### src/sv/lsp_pkg.sv
// Shared constants, codes and types for the line sensor position block.
`timescale 1ns / 1ps

package lsp_pkg;

    // Default build values
    localparam int SENSOR_COUNT_DEF = 8;
    localparam int SAMPLE_BITS_DEF  = 12;
    localparam int FULL_SCALE_DEF   = 1000;

    // Fixed field widths
    localparam int IDX_BITS      = 3;
    localparam int OPCODE_BITS   = 2;
    localparam int VALUE_W       = 10;   // mapped value and thresholds
    localparam int POSITION_W    = 13;
    localparam int DETECTED_W    = 4;
    localparam int IN_USER_W     = 3;
    localparam int OUT_DATA_W    = 24;
    localparam int CFG_ADDR_W    = 2;
    localparam int CFG_DATA_W    = 10;

    // Position scale: one sensor spacing
    localparam int POS_STEP  = 1000;
    localparam int HALF_STEP = 500;

    // Opcodes
    typedef enum logic [OPCODE_BITS-1:0] {
        OP_CALIBRATE = 2'd0,
        OP_MEASURE   = 2'd1,
        OP_LOAD_LOW  = 2'd2,
        OP_LOAD_HIGH = 2'd3
    } opcode_t;

    // Configuration register indexes
    localparam logic [CFG_ADDR_W-1:0] REG_WHITE_LINE       = 2'd0;
    localparam logic [CFG_ADDR_W-1:0] REG_DETECT_THRESHOLD = 2'd1;
    localparam logic [CFG_ADDR_W-1:0] REG_EDGE_THRESHOLD   = 2'd2;

    // Register reset values
    localparam logic                WHITE_LINE_RST       = 1'b0;
    localparam logic [VALUE_W-1:0]  DETECT_THRESHOLD_RST = 10'd400;
    localparam logic [VALUE_W-1:0]  EDGE_THRESHOLD_RST   = 10'd250;

    // Divider status toward the sequencer
    typedef struct packed {
        logic busy;
        logic done;
    } div_stat_t;

endpackage

### src/sv/lsp_div.sv
// Restoring divider, one quotient bit per cycle, shared by the map and centroid steps.
`timescale 1ns / 1ps

module lsp_div #(
    parameter int NUM_W = 25,
    parameter int DEN_W = 14
) (
    input  logic                 aclk,
    input  logic                 aresetn,
    input  logic                 start,
    input  logic [NUM_W-1:0]     dividend,
    input  logic [DEN_W-1:0]     divisor,
    output logic [NUM_W-1:0]     quotient,
    output lsp_pkg::div_stat_t   stat
);

    localparam int CNT_W = $clog2(NUM_W + 1);

    logic [CNT_W-1:0] cnt_reg;
    logic [DEN_W-1:0] rem_reg;
    logic [DEN_W-1:0] den_reg;
    logic [NUM_W-1:0] quo_reg;
    logic             busy_reg;
    logic             done_reg;

    logic [DEN_W:0]   trial;
    logic             fits;

    // Trial subtract of the next partial remainder
    always_comb begin
        trial = {rem_reg, quo_reg[NUM_W-1]};
        fits  = (trial >= {1'b0, den_reg});
    end

    always_ff @(posedge aclk) begin
        if (!aresetn) begin
            cnt_reg  <= '0;
            busy_reg <= 1'b0;
            done_reg <= 1'b0;
        end else begin
            done_reg <= 1'b0;
            if (start) begin
                quo_reg  <= dividend;
                den_reg  <= divisor;
                rem_reg  <= '0;
                cnt_reg  <= CNT_W'(NUM_W);
                busy_reg <= 1'b1;
            end else if (busy_reg) begin
                rem_reg <= fits ? DEN_W'(trial - {1'b0, den_reg}) : DEN_W'(trial);
                quo_reg <= {quo_reg[NUM_W-2:0], fits};
                cnt_reg <= cnt_reg - 1'b1;
                if (cnt_reg == CNT_W'(1)) begin
                    busy_reg <= 1'b0;
                    done_reg <= 1'b1;
                end
            end
        end
    end

    assign quotient  = quo_reg;
    assign stat.busy = busy_reg;
    assign stat.done = done_reg;

endmodule

### src/sv/lsp_bounds.sv
// Per-sensor low and high calibration bounds with calibrate and load updates.
`timescale 1ns / 1ps

module lsp_bounds #(
    parameter int DEPTH       = 8,
    parameter int SAMPLE_BITS = 12
) (
    input  logic                          aclk,
    input  logic                          aresetn,
    input  logic                          wr_en,
    input  lsp_pkg::opcode_t              op,
    input  logic                          first_sweep,
    input  logic [$clog2(DEPTH)-1:0]      addr,
    input  logic [SAMPLE_BITS-1:0]        sample,
    output logic [SAMPLE_BITS-1:0]        low_bound,
    output logic [SAMPLE_BITS-1:0]        high_bound
);

    logic [SAMPLE_BITS-1:0] low_reg  [DEPTH];
    logic [SAMPLE_BITS-1:0] high_reg [DEPTH];

    // Read at the item's sensor
    assign low_bound  = low_reg[addr];
    assign high_bound = high_reg[addr];

    always_ff @(posedge aclk) begin
        if (!aresetn) begin
            for (int k = 0; k < DEPTH; k++) begin
                low_reg[k]  <= '1;
                high_reg[k] <= '0;
            end
        end else if (wr_en) begin
            unique case (op)
                lsp_pkg::OP_CALIBRATE: begin
                    if (first_sweep) begin
                        low_reg[addr]  <= sample;
                        high_reg[addr] <= sample;
                    end else begin
                        // widen the pair so the sample lies inside
                        if (sample < low_bound)  low_reg[addr]  <= sample;
                        if (sample > high_bound) high_reg[addr] <= sample;
                    end
                end
                lsp_pkg::OP_LOAD_LOW:  low_reg[addr]  <= sample;
                lsp_pkg::OP_LOAD_HIGH: high_reg[addr] <= sample;
                default: ;
            endcase
        end
    end

endmodule

### src/sv/line_sensor_position.sv
// Top level: reflectance sensor array line position with calibration and centroid.
//
//  channel  | direction | handshake          | payload
//  ---------+-----------+--------------------+----------------------------------------
//  s_       | in        | s_tvalid/s_tready  | tdata idx,sample; tuser op,first; tlast
//  m_       | out       | m_tvalid/m_tready  | tdata position,on_line,detected,last_idx
//  cfg_     | in        | cfg_we             | cfg_addr, cfg_wdata
//
//  Calibrate and load items are written straight into the bound tables. A measure
//  item runs the mapping step through the shared restoring divider when its bound pair
//  is not empty; a frame's last item adds a second pass of the same divider for the
//  centroid when it found an edge with nonzero weight. s_tready is low while an item works.
//  A finished result sits in the output register; the next item is taken while it
//  waits, and only a new result stalls on it. Reset is synchronous, no clearing pass.
`timescale 1ns / 1ps

module line_sensor_position #(
    parameter int SENSOR_COUNT = lsp_pkg::SENSOR_COUNT_DEF,
    parameter int SAMPLE_BITS  = lsp_pkg::SAMPLE_BITS_DEF,
    parameter int FULL_SCALE   = lsp_pkg::FULL_SCALE_DEF,
    localparam int IN_DATA_W   = ((lsp_pkg::IDX_BITS + SAMPLE_BITS + 7) / 8) * 8
) (
    input  logic                                 aclk,
    input  logic                                 aresetn,
    // input items
    input  logic                                 s_tvalid,
    output logic                                 s_tready,
    input  logic [IN_DATA_W-1:0]                 s_tdata,   // sensor_index, sample_value
    input  logic [lsp_pkg::IN_USER_W-1:0]        s_tuser,   // opcode, first_sweep
    input  logic                                 s_tlast,   // last_in_frame
    // result items
    output logic                                 m_tvalid,
    input  logic                                 m_tready,
    output logic [lsp_pkg::OUT_DATA_W-1:0]       m_tdata,   // position, on_line,
                                                             // sensors_detected,
                                                             // last_detected_index
    // configuration
    input  logic                                 cfg_we,
    input  logic [lsp_pkg::CFG_ADDR_W-1:0]       cfg_addr,
    input  logic [lsp_pkg::CFG_DATA_W-1:0]       cfg_wdata
);

    localparam int VW          = lsp_pkg::VALUE_W;
    localparam int TABLE_DEPTH = (SENSOR_COUNT < 8) ? SENSOR_COUNT : 8;
    localparam int IDX_W       = $clog2(TABLE_DEPTH);
    localparam int TOP_POS     = (SENSOR_COUNT - 1) * lsp_pkg::POS_STEP;
    localparam int HALF_TOP    = (SENSOR_COUNT - 1) * lsp_pkg::HALF_STEP;
    localparam int POS_W       = $clog2(TOP_POS + 1);
    localparam int MAP_NUM_W   = $clog2(((1 << SAMPLE_BITS) - 1) * FULL_SCALE + 1);
    localparam int WSUM_W      = $clog2((SENSOR_COUNT * (SENSOR_COUNT - 1) / 2)
                                        * FULL_SCALE * lsp_pkg::POS_STEP + 1);
    localparam int WTOT_W      = $clog2(SENSOR_COUNT * FULL_SCALE + 1);
    localparam int DCNT_W      = $clog2(SENSOR_COUNT + 1);
    localparam int IDXW_W      = $clog2((TABLE_DEPTH - 1) * lsp_pkg::POS_STEP + 1);
    localparam int DIV_NUM_W   = (MAP_NUM_W > WSUM_W) ? MAP_NUM_W : WSUM_W;
    localparam int DIV_DEN_W   = (SAMPLE_BITS > WTOT_W) ? SAMPLE_BITS : WTOT_W;

    typedef enum logic [2:0] {
        ST_IDLE,
        ST_MAP,
        ST_MAPDIV,
        ST_SCORE,
        ST_WEIGH,
        ST_CENT,
        ST_CENTDIV,
        ST_EMIT
    } state_t;

    state_t state_reg;

    // Configuration registers
    logic          white_reg;
    logic [VW-1:0] det_thr_reg;
    logic [VW-1:0] edge_thr_reg;

    // Item registers
    logic [lsp_pkg::IDX_BITS-1:0] idx_reg;
    logic                         idx_zero_reg;
    logic                         last_reg;
    logic [SAMPLE_BITS-1:0]       x_reg;
    logic [SAMPLE_BITS-1:0]       lo_reg;
    logic [SAMPLE_BITS-1:0]       hi_reg;
    logic [VW-1:0]                mapped_reg;
    logic [VW-1:0]                v_reg;
    logic [IDXW_W-1:0]            idxw_reg;

    // Frame state
    logic [WSUM_W-1:0] wsum_reg;
    logic [WTOT_W-1:0] wtot_reg;
    logic [VW-1:0]     prev_reg;
    logic              edge_reg;
    logic [DCNT_W-1:0] dcnt_reg;
    logic [lsp_pkg::IDX_BITS-1:0] last_det_reg;
    logic [POS_W-1:0]  last_pos_reg;
    logic [POS_W-1:0]  pos_reg;

    // Output register
    logic                          m_tvalid_reg;
    logic [lsp_pkg::OUT_DATA_W-1:0] m_tdata_reg;

    // Input field decode
    lsp_pkg::opcode_t             in_op;
    logic                         in_first;
    logic [lsp_pkg::IDX_BITS-1:0] in_idx;
    logic [SAMPLE_BITS-1:0]       in_x;
    logic [IDX_W-1:0]             in_addr;
    logic                         accept;
    logic                         idx_ok;

    assign in_op    = lsp_pkg::opcode_t'(s_tuser[lsp_pkg::OPCODE_BITS-1:0]);
    assign in_first = s_tuser[lsp_pkg::OPCODE_BITS];
    assign in_idx   = s_tdata[lsp_pkg::IDX_BITS-1:0];
    assign in_x     = s_tdata[lsp_pkg::IDX_BITS +: SAMPLE_BITS];
    assign in_addr  = IDX_W'(in_idx);
    assign idx_ok   = (32'(in_idx) < SENSOR_COUNT);
    assign s_tready = (state_reg == ST_IDLE);
    assign accept   = s_tvalid && s_tready;

    // Bound tables
    logic [SAMPLE_BITS-1:0] tbl_lo;
    logic [SAMPLE_BITS-1:0] tbl_hi;

    lsp_bounds #(
        .DEPTH       (TABLE_DEPTH),
        .SAMPLE_BITS (SAMPLE_BITS)
    ) u_bounds (
        .aclk        (aclk),
        .aresetn     (aresetn),
        .wr_en       (accept && idx_ok && (in_op != lsp_pkg::OP_MEASURE)),
        .op          (in_op),
        .first_sweep (in_first),
        .addr        (in_addr),
        .sample      (in_x),
        .low_bound   (tbl_lo),
        .high_bound  (tbl_hi)
    );

    // Mapping numerator: clamp, offset, scale
    logic                   pair_empty;
    logic [SAMPLE_BITS-1:0] x_clamp;
    logic [MAP_NUM_W-1:0]   map_num;

    always_comb begin
        pair_empty = (hi_reg <= lo_reg);
        if (x_reg < lo_reg) begin
            x_clamp = lo_reg;
        end else if (x_reg > hi_reg) begin
            x_clamp = hi_reg;
        end else begin
            x_clamp = x_reg;
        end
        map_num = MAP_NUM_W'((x_clamp - lo_reg) * FULL_SCALE);
    end

    // Shared divider
    logic                  div_start;
    logic [DIV_NUM_W-1:0]  div_num;
    logic [DIV_DEN_W-1:0]  div_den;
    logic [DIV_NUM_W-1:0]  div_quo;
    lsp_pkg::div_stat_t    div_stat;

    always_comb begin
        div_start = 1'b0;
        div_num   = DIV_NUM_W'(map_num);
        div_den   = DIV_DEN_W'(hi_reg - lo_reg);
        if (state_reg == ST_MAP) begin
            div_start = !pair_empty;
        end else if (state_reg == ST_CENT) begin
            div_start = 1'b1;
            div_num   = DIV_NUM_W'(wsum_reg);
            div_den   = DIV_DEN_W'(wtot_reg);
        end
    end

    lsp_div #(
        .NUM_W (DIV_NUM_W),
        .DEN_W (DIV_DEN_W)
    ) u_div (
        .aclk     (aclk),
        .aresetn  (aresetn),
        .start    (div_start),
        .dividend (div_num),
        .divisor  (div_den),
        .quotient (div_quo),
        .stat     (div_stat)
    );

    // Threshold and neighbour step of the mapped value
    logic [VW-1:0] frac;
    logic          detected;
    logic [VW-1:0] v_score;
    logic [VW-1:0] step;

    always_comb begin
        frac     = div_quo[VW-1:0];
        detected = !(mapped_reg < det_thr_reg);
        v_score  = detected ? mapped_reg : '0;
        step     = (v_score > prev_reg) ? (v_score - prev_reg) : (prev_reg - v_score);
    end

    // Sequencer, frame state and output register
    always_ff @(posedge aclk) begin
        if (!aresetn) begin
            state_reg    <= ST_IDLE;
            white_reg    <= lsp_pkg::WHITE_LINE_RST;
            det_thr_reg  <= lsp_pkg::DETECT_THRESHOLD_RST;
            edge_thr_reg <= lsp_pkg::EDGE_THRESHOLD_RST;
            wsum_reg     <= '0;
            wtot_reg     <= '0;
            prev_reg     <= '0;
            edge_reg     <= 1'b0;
            dcnt_reg     <= '0;
            last_det_reg <= '0;
            last_pos_reg <= '0;
            m_tvalid_reg <= 1'b0;
        end else begin
            // configuration writes
            if (cfg_we) begin
                unique case (cfg_addr)
                    lsp_pkg::REG_WHITE_LINE:       white_reg    <= cfg_wdata[0];
                    lsp_pkg::REG_DETECT_THRESHOLD: det_thr_reg  <= cfg_wdata[VW-1:0];
                    lsp_pkg::REG_EDGE_THRESHOLD:   edge_thr_reg <= cfg_wdata[VW-1:0];
                    default: ;
                endcase
            end

            if (m_tvalid_reg && m_tready) begin
                m_tvalid_reg <= 1'b0;
            end

            unique case (state_reg)
                ST_IDLE: begin
                    if (accept && idx_ok && (in_op == lsp_pkg::OP_MEASURE)) begin
                        idx_reg      <= in_idx;
                        idx_zero_reg <= (in_idx == '0);
                        last_reg     <= s_tlast;
                        x_reg        <= in_x;
                        lo_reg       <= tbl_lo;
                        hi_reg       <= tbl_hi;
                        // a frame starts at sensor zero
                        if (in_idx == '0) begin
                            wsum_reg <= '0;
                            wtot_reg <= '0;
                            prev_reg <= '0;
                            edge_reg <= 1'b0;
                            dcnt_reg <= '0;
                        end
                        state_reg <= ST_MAP;
                    end
                end
                ST_MAP: begin
                    if (pair_empty) begin
                        mapped_reg <= '0;
                        state_reg  <= ST_SCORE;
                    end else begin
                        state_reg  <= ST_MAPDIV;
                    end
                end
                ST_MAPDIV: begin
                    if (div_stat.done) begin
                        mapped_reg <= white_reg ? frac : (VW'(FULL_SCALE) - frac);
                        state_reg  <= ST_SCORE;
                    end
                end
                ST_SCORE: begin
                    v_reg    <= v_score;
                    idxw_reg <= IDXW_W'(idx_reg * lsp_pkg::POS_STEP);
                    wtot_reg <= wtot_reg + WTOT_W'(v_score);
                    prev_reg <= v_score;
                    if (detected) begin
                        dcnt_reg     <= dcnt_reg + 1'b1;
                        last_det_reg <= idx_reg;
                    end
                    if (!idx_zero_reg && (step > edge_thr_reg)) begin
                        edge_reg <= 1'b1;
                    end
                    state_reg <= ST_WEIGH;
                end
                ST_WEIGH: begin
                    wsum_reg <= wsum_reg + WSUM_W'(idxw_reg * v_reg);
                    if (!last_reg) begin
                        state_reg <= ST_IDLE;
                    end else if (edge_reg) begin
                        if (wtot_reg == '0) begin
                            pos_reg      <= '0;
                            last_pos_reg <= '0;
                            state_reg    <= ST_EMIT;
                        end else begin
                            state_reg    <= ST_CENT;
                        end
                    end else begin
                        // no line: report the nearer end
                        pos_reg   <= (32'(last_pos_reg) < HALF_TOP) ? '0 : POS_W'(TOP_POS);
                        state_reg <= ST_EMIT;
                    end
                end
                ST_CENT: begin
                    state_reg <= ST_CENTDIV;
                end
                ST_CENTDIV: begin
                    if (div_stat.done) begin
                        pos_reg      <= POS_W'(div_quo);
                        last_pos_reg <= POS_W'(div_quo);
                        state_reg    <= ST_EMIT;
                    end
                end
                ST_EMIT: begin
                    if (!m_tvalid_reg || m_tready) begin
                        m_tvalid_reg <= 1'b1;
                        m_tdata_reg  <= lsp_pkg::OUT_DATA_W'({
                            last_det_reg,
                            lsp_pkg::DETECTED_W'(dcnt_reg),
                            edge_reg,
                            lsp_pkg::POSITION_W'(pos_reg)
                        });
                        wsum_reg  <= '0;
                        wtot_reg  <= '0;
                        prev_reg  <= '0;
                        edge_reg  <= 1'b0;
                        dcnt_reg  <= '0;
                        state_reg <= ST_IDLE;
                    end
                end
                default: state_reg <= ST_IDLE;
            endcase
        end
    end

    assign m_tvalid = m_tvalid_reg;
    assign m_tdata  = m_tdata_reg;

`ifndef ASSERT_OFF
    // divider never runs while a new item can be taken
    a_idle_div: assert property (@(posedge aclk) disable iff (!aresetn)
        s_tready |-> !div_stat.busy)
        else $error("divider busy while input ready");

    // divider finishes only in a state that waits for it
    a_div_done: assert property (@(posedge aclk) disable iff (!aresetn)
        div_stat.done |-> (state_reg == ST_MAPDIV || state_reg == ST_CENTDIV))
        else $error("divider result with nobody waiting");

    // weighted sum grows only with a nonzero weight total
    a_wsum: assert property (@(posedge aclk) disable iff (!aresetn)
        (wtot_reg == '0) |-> (wsum_reg == '0))
        else $error("weighted sum without weight");

    // detections never outnumber the sensors
    a_dcnt: assert property (@(posedge aclk) disable iff (!aresetn)
        32'(dcnt_reg) <= SENSOR_COUNT)
        else $error("detection count overflow");
`endif

endmodule

### config.mk
export PLATFORM = sky130hd
export DESIGN_NAME = line_sensor_position
export DESIGN_NICKNAME = d
export VERILOG_FILES = /design/src/sv/lsp_pkg.sv /design/src/sv/lsp_div.sv /design/src/sv/lsp_bounds.sv /design/src/sv/line_sensor_position.sv
export SDC_FILE = /design/constraint.sdc
export NUM_CORES = 1
export LEC_CHECK = 0
export ABC_AREA = 1
export BUFFER_PORTS_ARGS = -buffer_cell sky130_fd_sc_hd__buf_4
export CAP_MARGIN = 0
export CORE_AREA = 2 2 268 270
export DETAILED_ROUTE_END_ITERATION = 8
export DIE_AREA = 0 0 270 272
export PLACE_DENSITY = 0.61
export SLEW_MARGIN = 15
export SYNTH_ARGS = -nofsm -noshare
export SYNTH_HDL_FRONTEND = slang
export SYNTH_HIERARCHICAL = 1
export SYNTH_SLANG_ARGS = --single-unit
### constraint.sdc
create_clock -name aclk -period 6.3 [get_ports aclk]
set_clock_uncertainty 0.1 [all_clocks]
set_input_delay 0.63 -clock aclk [delete_from_list [all_inputs] [get_ports aclk]]
set_output_delay 0.63 -clock aclk [all_outputs]
set_load 0.02 [all_outputs]
# == Word level (Yosys, flattened, before mapping) ==
# Memories as Yosys holds them, arrays and structs flattened.
# Cells that the tools add are included.
# totals
mem_count,2
out_inout_bits,26
elab_cells,231
ram_bits,192
in_bits,37
ff_bits,257
# mem_list
memory,depth,width,read_ports,rd_ports_with_merged_regs,wr,line,source
u_bounds.high_reg,8,12,1,0,8,lsp_bounds.sv:20,logic [SAMPLE_BITS-1:0] high_reg [DEPTH];
u_bounds.low_reg,8,12,1,0,8,lsp_bounds.sv:19,logic [SAMPLE_BITS-1:0] low_reg [DEPTH];
# op_classes
mul,3
magnitude_cmp,10
bitwise_logic,7
n_mux,103
add_sub_neg,10
reduce_logical,40
eq_ne,26
# ops
operator,count
$mux 13,14
$mux 25,7
$mux 12,8
$mux 10,8
$pmux 25 s3,1
$pmux 13 s2,2
$mux 1,42
$pmux 13 s3,1
$mul 32x7->19 const B,1
$pmux 10 s3,1
$sub 12x12->13,2
$add 25x23->25,1
$gt 12x12->1,2
$lt 12x12->1,2
$mux 3,8
$pmux 3 s8,1
$reduce_or 12->1,2
$gt 10x10->1,2
$mul 10x10->20,1
$pmux 10 s2,1
$reduce_and 5->1,4
$sub 10x10->10,2
$mux 4,4
$reduce_and 4->1,4
other kinds (37),78

# == Logic depth before layout (Yosys ltp) ==
# Gate-level depths: netlist of the first run.
# An unclocked memory read counts as a cell.
# depth
ltp_word,12
ltp_mapped,42
ltp_nobuf,41

# == Modules after synthesis ==
# The synthesis of the first run kept the hierarchy.
# by_module_without_submodules
module,cells_per_inst,seq_area_each_um2,area_per_inst_um2,instances
line_sensor_position,2420,4934.7,18476.5,1
lsp_bounds,772,5765.5,8958.6,1
lsp_div,401,1671.6,3265.6,1

# == Least setup slack after synthesis of the first run ==
# Ideal clock, no wire load.
# synth_path
path_kind,reg-to-reg
from,register x_reg[7]
to,"register u_div.quo_reg[20], in the netlist u_div/quotient[20] (data pin)"
n_path_buf,1
setup_time_ns,0.253
required_time_ns,5.947
period_less_slack_ns,6.895
arrival_time_ns,6.542
path_slack_ns,-0.595
path_stages_with_launch,39
cell_sequence,edfxtp_1 ha_1 a21oi_1 o21ai_0 nand2_1 nand3_1 nand2_1 clkbuf_1 nand2_1 nand3_1 o21ai_0 ha_1 fa_1 nand3b_1 nand2_1 nand2_1 nand3_1 xor2_2 [3 not listed] ha_1 inv_1 nand2_1 fa_1 fa_1 inv_1 fa_1 inv_1 ha_1 a21o_1 o21bai_1 a21oi_1 nand2_1 or2_2 nand3_1 nand2_1 nand2_1 nand2_1
# synth_between
elab_chain_len,8
word_cells_on_any_way,9
cone_classes,1 x add/sub; 1 x mul; 2 x order compare; 5 x mux
# synth_rtl
item,line,source
from (decl),line_sensor_position.sv:80,logic [SAMPLE_BITS-1:0] x_reg;
from (signal assigned),line_sensor_position.sv:237,x_reg <= in_x;
$gt 12x12->1,line_sensor_position.sv:147,end else if (x_reg > hi_reg) begin
$mux 12,line_sensor_position.sv:147,
$mux 12 (*),line_sensor_position.sv:145,if (x_reg < lo_reg) begin
$sub 12x12->13 (*),line_sensor_position.sv:152,map_num = MAP_NUM_W'((x_clamp - lo_reg) * FULL_SCALE);
$mul 32x7->19 (*),line_sensor_position.sv:152,
$mux 25,line_sensor_position.sv:168,end else if (state_reg == ST_CENT) begin
$mux 25 (*),line_sensor_position.sv:166,if (state_reg == ST_MAP) begin
net div_num[20],line_sensor_position.sv:157,logic [DIV_NUM_W-1:0] div_num;
$mux 25 (*),lsp_div.sv:42,if (start) begin
to (signal assigned),lsp_div.sv:43,quo_reg <= dividend;
to (signal assigned),lsp_div.sv:50,"quo_reg <= {quo_reg[NUM_W-2:0], fits};"
to (decl),lsp_div.sv:22,logic [NUM_W-1:0] quo_reg;
# Mark *: on every way through the listed nets, which the timed path passes. The rest lies on a longest branch.
# A chain may end at the register's enable or synchronous reset.

# == Final worst setup path of the first run ==
# layout_path
from,register x_reg[9]
to,"register u_div.quo_reg[20], in the netlist u_div/quotient[20] (data pin)"
# The elaborated chain is that of the path after synthesis.

==> flow_summary.ini, run 1 <==
[status]
outcome = finished, violations left
violations = negative setup slack

[worst_setup_path]
r2r_cells = 36
worstSetupEndpointType = flip-flop
crit_path_start = x_reg[9]
critPathSlowestCell = edfxtp_1
r2r-start = x_reg[9]
reg2reg_to = u_div/quotient[20]
critical_path_class = flip-flop to flip-flop
max_stage_delay_ns = 0.49
path_common_cell = nand2_1
cp_data_arrival_time_ns = 6.76
reg2reg_slack_ns = -0.20
worstPathMaxFanout = 5
crit_path_start_kind = flip-flop
required_ns = 6.56

[floorplan]
placementRows = 98
die-width_um = 270
die_area_um2 = 73400
die_h_um = 272
initial_core_util = 0.434
io_pins = 63
placeableCoreArea_um2 = 70800

[cells_and_area]
drive_above_1_share = 0.169
syn_to_final_growth_pct = 18.5
seq_area_um2 = 12400
diodes = 0
multi_input_area_um2 = 16600
nNetsFinal = 4232
nFillCells = 6638
fin_util = 0.514

[sta]
postLayoutSetupSlackWorst_ns = -0.201
setup_viol = 9
slew_headroom = 0.313
fmax_ghz = 0.154
rsz0062_at_grt = yes
min_period_ns = 6.50
tightest_slew_ns = 1.03
final-hold-violation-count = 0
whs_ns = 0.155
fin_crit_sh = 1.03
maxSlewViolCount = 0

[power_and_ir_drop]
p_leak_nw = 16.4
power-per-cell-area_nw_per_um2 = 550
switching_share = 0.434
vdd_drop_max_mv = 1.14
p_seq_frac = 0.172
p_int_mw = 11.3
p_switching_mw = 8.68
pwr-share-clk = 0.144
p_comb_frac = 0.685

[global_route]
grt.busiest_layer = met2
grt_pass1_vias = 24137
grt_pass1_wl_um = 127000
grt_util_met1 = 0.284
grt_use_met2 = 0.374
grt_max_degree = 48
overflow = 0
grt_antenna_before_repair = 0
track_usage = 0.216
grtUsageMet3 = 0.0249

[placed_design]
gp_congestion = 0.898
io_buffers = 58
hpwl_um = 60200

[drt]
routed_wl_um = 80500
via_per_inst = 5.11
drt_iter0_drc = 1508
ant_nets = 0
drc_errors = 0
vias = 24648
post_drt_wl_per_cell_um = 16.7
dr.pass1.iters = 7

[hold_path]
hold_path_class = input pin to flip-flop
min_from = s_tlast
hold_depth = 1
holdPathEnd = last_reg

[cts]
cts_buffer_depth = 3
htreeDepth = 2
cts_num_sinks = 444
cts_tree = built
cts_hold_buf = 0
clk_latency_ns = 0.60
cts_buffers = 50
clk_pin_slew_worst_paths_ns = 0.06
root_buffer = clkbuf_16

[logic_synthesis]
ys.warnings.count = 6
syn_area_um2 = 30700
syn_area_per_cell_um2 = 8.54
synthCells = 3592

[flow_run]
drv_cap = 0
-- power by group through the flow --
| stage | Combinational [mW] | Sequential [mW] | Clock [mW] |
|---|---|---|---|
| floorplan | 7.17 | 3.47 | 0 |
| global placement | 10.4 | 3.50 | 0 |
| detailed placement | 10.4 | 3.50 | 0 |
| CTS | 11.5 | 3.44 | 2.94 |
| global route | 15.1 | 3.45 | 3.04 |
| finish | 13.7 | 3.44 | 2.88 |
-- placed cells by master, fill, tap and decap left out, types with 13 or more instances in the layout --
master,instances
buf_4,293
nor2_2,20
or2_2,14
a221oi_1,30
fa_1,106
buf_6,13
inv_2,26
nand3_1,224
edfxtp_1,348
dfxtp_1,96
nand3_2,35
o21ai_0,92
nor3_1,15
clkbuf_16,50
xnor2_1,19
o22ai_1,17
ha_4,21
a22o_1,41
ha_1,228
a21oi_2,23
nand4_1,35
nand2_1,802
xor2_1,39
o21ai_1,27
o21bai_1,15
a21oi_1,161
nand2_2,40
inv_1,549
nor2_1,269
-- worst max-delay path, delay by kind of cell (launching register included) --
family          cells  cell delay [ns]
fa+ha+maj           7             2.44
simple gates       14             1.40
compound gates      8             1.20
flops               1             0.49
buf+inv             6             0.43
xor+xnor            1             0.21
-- worst max path at each step --
stage / end / slack (ns)
2_1_floorplan: u_div/quotient[20] / 0.0001
6_report: u_div/quotient[20] / -0.20
3_3_place_gp: u_div/quotient[21] / -0.31
5_1_grt: u_div/quotient[20] / -0.50
4_1_cts: u_div/quotient[21] / -0.10
3_5_place_dp: u_div/quotient[21] / -0.38
-- area by class of cell --
| type | count | area share |
|---|---|---|
| well taps | 950 | 0.0327 |
| clock inverters | 33 | 0.00881 |
| multi-input cells | 2448 | 0.457 |
| inverters | 579 | 0.0600 |
| repair buffers | 309 | 0.0662 |
| flip-flops and latches | 444 | 0.340 |
| clock buffers | 60 | 0.0354 |
-- layer usage --
layer  wire length [µm]  part of all wire
met1              36200              0.45
met4               2200             0.027
met3               3240             0.040
met2              38800              0.48
met5                  0                 0
-- what timing repair did --
item | in CTS | in global routing
endpoints found under the setup margin | 12 | 24
buffers inserted | 16 | 37
resized for setup | 66 | 144
pin swaps | 48 | 66
hold endpoints to repair | 0 | 0
-- per-stage QoR --
stage | cells | setup TNS [ns] | power (mW) | setup slack [ns] | instance area, µm²
floorplan | 3597 | 0 | 10.6 | 0.000107 | 30900
finish | 4823 | -1.10 | 20.0 | -0.201 | 36400
global route | 4823 | -4.47 | 21.6 | -0.499 | 36400
detailed placement | 4677 | -2.75 | 13.9 | -0.384 | 33500
CTS | 4786 | -0.444 | 17.9 | -0.103 | 35500
global placement | 4677 | -2.40 | 13.8 | -0.315 | 33500
Note: power is estimated with default switching activity, not from simulation.
==> run 2: changes to the inputs <==
SKIP_CTS_REPAIR_TIMING = 1   (was not set)
==> run 2 against run 1 <==
  * The run still ends with negative setup slack left
  * First-iteration DRC count grew 0.66%
  * Sequential share of layout area shrank 0.17 points
  * Critical path type unchanged
  * Critical endpoint unchanged
  * Flip-flop and latch count is the same
  * Worst setup slack lost 0.045 ns
  * Combinational power grew 4%
  * Power grew 2.8%
  * Maximum frequency shrank 0.69%
  * Sequential power is essentially flat
  * Global-route usage shrank 0.15 points
  * Critical path depth shrank 2
  * Worst hold slack lost 0.0015 ns
==> flow_summary.ini, run 2 (same netlist as run 1, synthesis figures left out) <==
[status]
outcome = finished, violations left
violations = negative setup slack

[cts]
clk_latency_ns = 0.60
cts_num_sinks = 444
cts_buffers = 50
htreeDepth = 2
cts_tree = built
clk_pin_slew_worst_paths_ns = 0.06
cts_buffer_depth = 3
root_buffer = clkbuf_16

[power_and_ir_drop]
power-per-cell-area_nw_per_um2 = 563
vdd_drop_max_mv = 1.31
finalPower_mw = 20.6
p_leak_nw = 16.5

[floorplan]
placementRows = 98
placeableCoreArea_um2 = 70800
die-width_um = 270
io_pins = 63
die_area_um2 = 73400
die_h_um = 272
initial_core_util = 0.434

[drt]
dr.pass1.iters = 5
post_drt_wl_per_cell_um = 16.7
ant_nets = 0
via_per_inst = 5.12
vias = 24677
routed_wl_um = 80400
drc_errors = 0
drt_iter0_drc = 1518

[placed_design]
hpwl_um = 60200
place_ws_ns = -0.384
place_area_um2 = 33500
gp_congestion = 0.898
io_buffers = 58

[sta]
final-hold-violation-count = 0
min_period_ns = 6.55
setup_viol = 8
rsz0062_at_grt = yes
postLayoutSetupSlackWorst_ns = -0.247
fmax_ghz = 0.153
maxSlewViolCount = 0
slew_headroom = 0.317
whs_ns = 0.154
tightest_slew_ns = 1.02
fin_crit_sh = 1.04

[cells_and_area]
postLayoutCellArea_um2 = 36600
final_cell_mix = nand2_1, inv_1, edfxtp_1, buf_4, nor2_1
drive_above_1_share = 0.173
nFillCells = 6624
syn_to_final_growth_pct = 19.1
diodes = 0
final_common_cell = nand2_1
nNetsFinal = 4233

[flow_run]
drv_cap = 0

[global_route]
overflow = 0
grt_max_degree = 48
grt_antenna_before_repair = 0
grt_pass1_vias = 23959
grt_pass1_wl_um = 127000
track_usage = 0.214

[worst_setup_path]
cp_data_arrival_time_ns = 6.81
required_ns = 6.56
max_stage_delay_ns = 0.55
worstPathMaxFanout = 8
critical_path_class = flip-flop to flip-flop
worstSetupEndpointType = flip-flop
critPathSlowestCell = fa_1
crit_path_start_kind = flip-flop

[hold_path]
hold_path_class = input pin to flip-flop
run 2: cell type report:
class	instances	area, µm²	share of cell area
Timing Repair Buffer	310	2450	0.0671
Inverter	579	2190	0.0599
Clock buffer	60	1290	0.0353
Multi-Input combinational cell	2448	16700	0.458
Sequential cell	444	12400	0.338
Tap cell	950	1190	0.0325
Clock inverter	33	320	0.00876
run 2: critical path: cells and delay by family, from the launching register on:
| family | cells | cell delay (ns) |
|---|---|---|
| AOI/OAI and AO/OA | 8 | 0.94 |
| xor gates and xnor gates | 1 | 0.13 |
| adders and majority gates | 8 | 3.08 |
| buffers and inverters | 7 | 0.58 |
| DFF | 1 | 0.48 |
| and+or+nand+nor | 10 | 1.01 |
run 2: per-stage QoR:
stage,utilization,instances,setup TNS [ns]
after floorplan,-,3597,0
after global routing,0.517,4824,-5.14
after detailed placement,0.473,4677,-2.75
final,0.517,4824,-1.33
after global placement,0.473,4677,-2.40
after CTS,0.496,4770,-3.15
run 2: where the power goes:
part | internal [mW] | switching, mW | leakage (nW)
sequential | 3.35 | 0.0828 | 3.84
clock | 1.64 | 1.24 | 0.777
combinational | 6.59 | 7.67 | 11.8
total | 11.6 | 8.99 | 16.5
run 2: final timing paths:
check	start	to	slack, ns	cells after the start
min reg2reg	pos_reg[12]	m_tdata[12]	0.32	0
max	x_reg[7]	u_div/quotient[20]	-0.25	34
min	s_tlast	last_reg	0.15	1
max reg2reg	x_reg[7]	u_div/quotient[20]	-0.25	34
run 2: per-layer routing:
layer	global-route usage	share of wire	routed length, µm	vias to the layer above
met3	0.0254	0.045	3630	103
met1	0.283	0.45	35900	11701
met5	0	0	0	-
li1	-	-	-	12316
met2	0.373	0.48	38900	557
met4	0.0595	0.025	2030	0
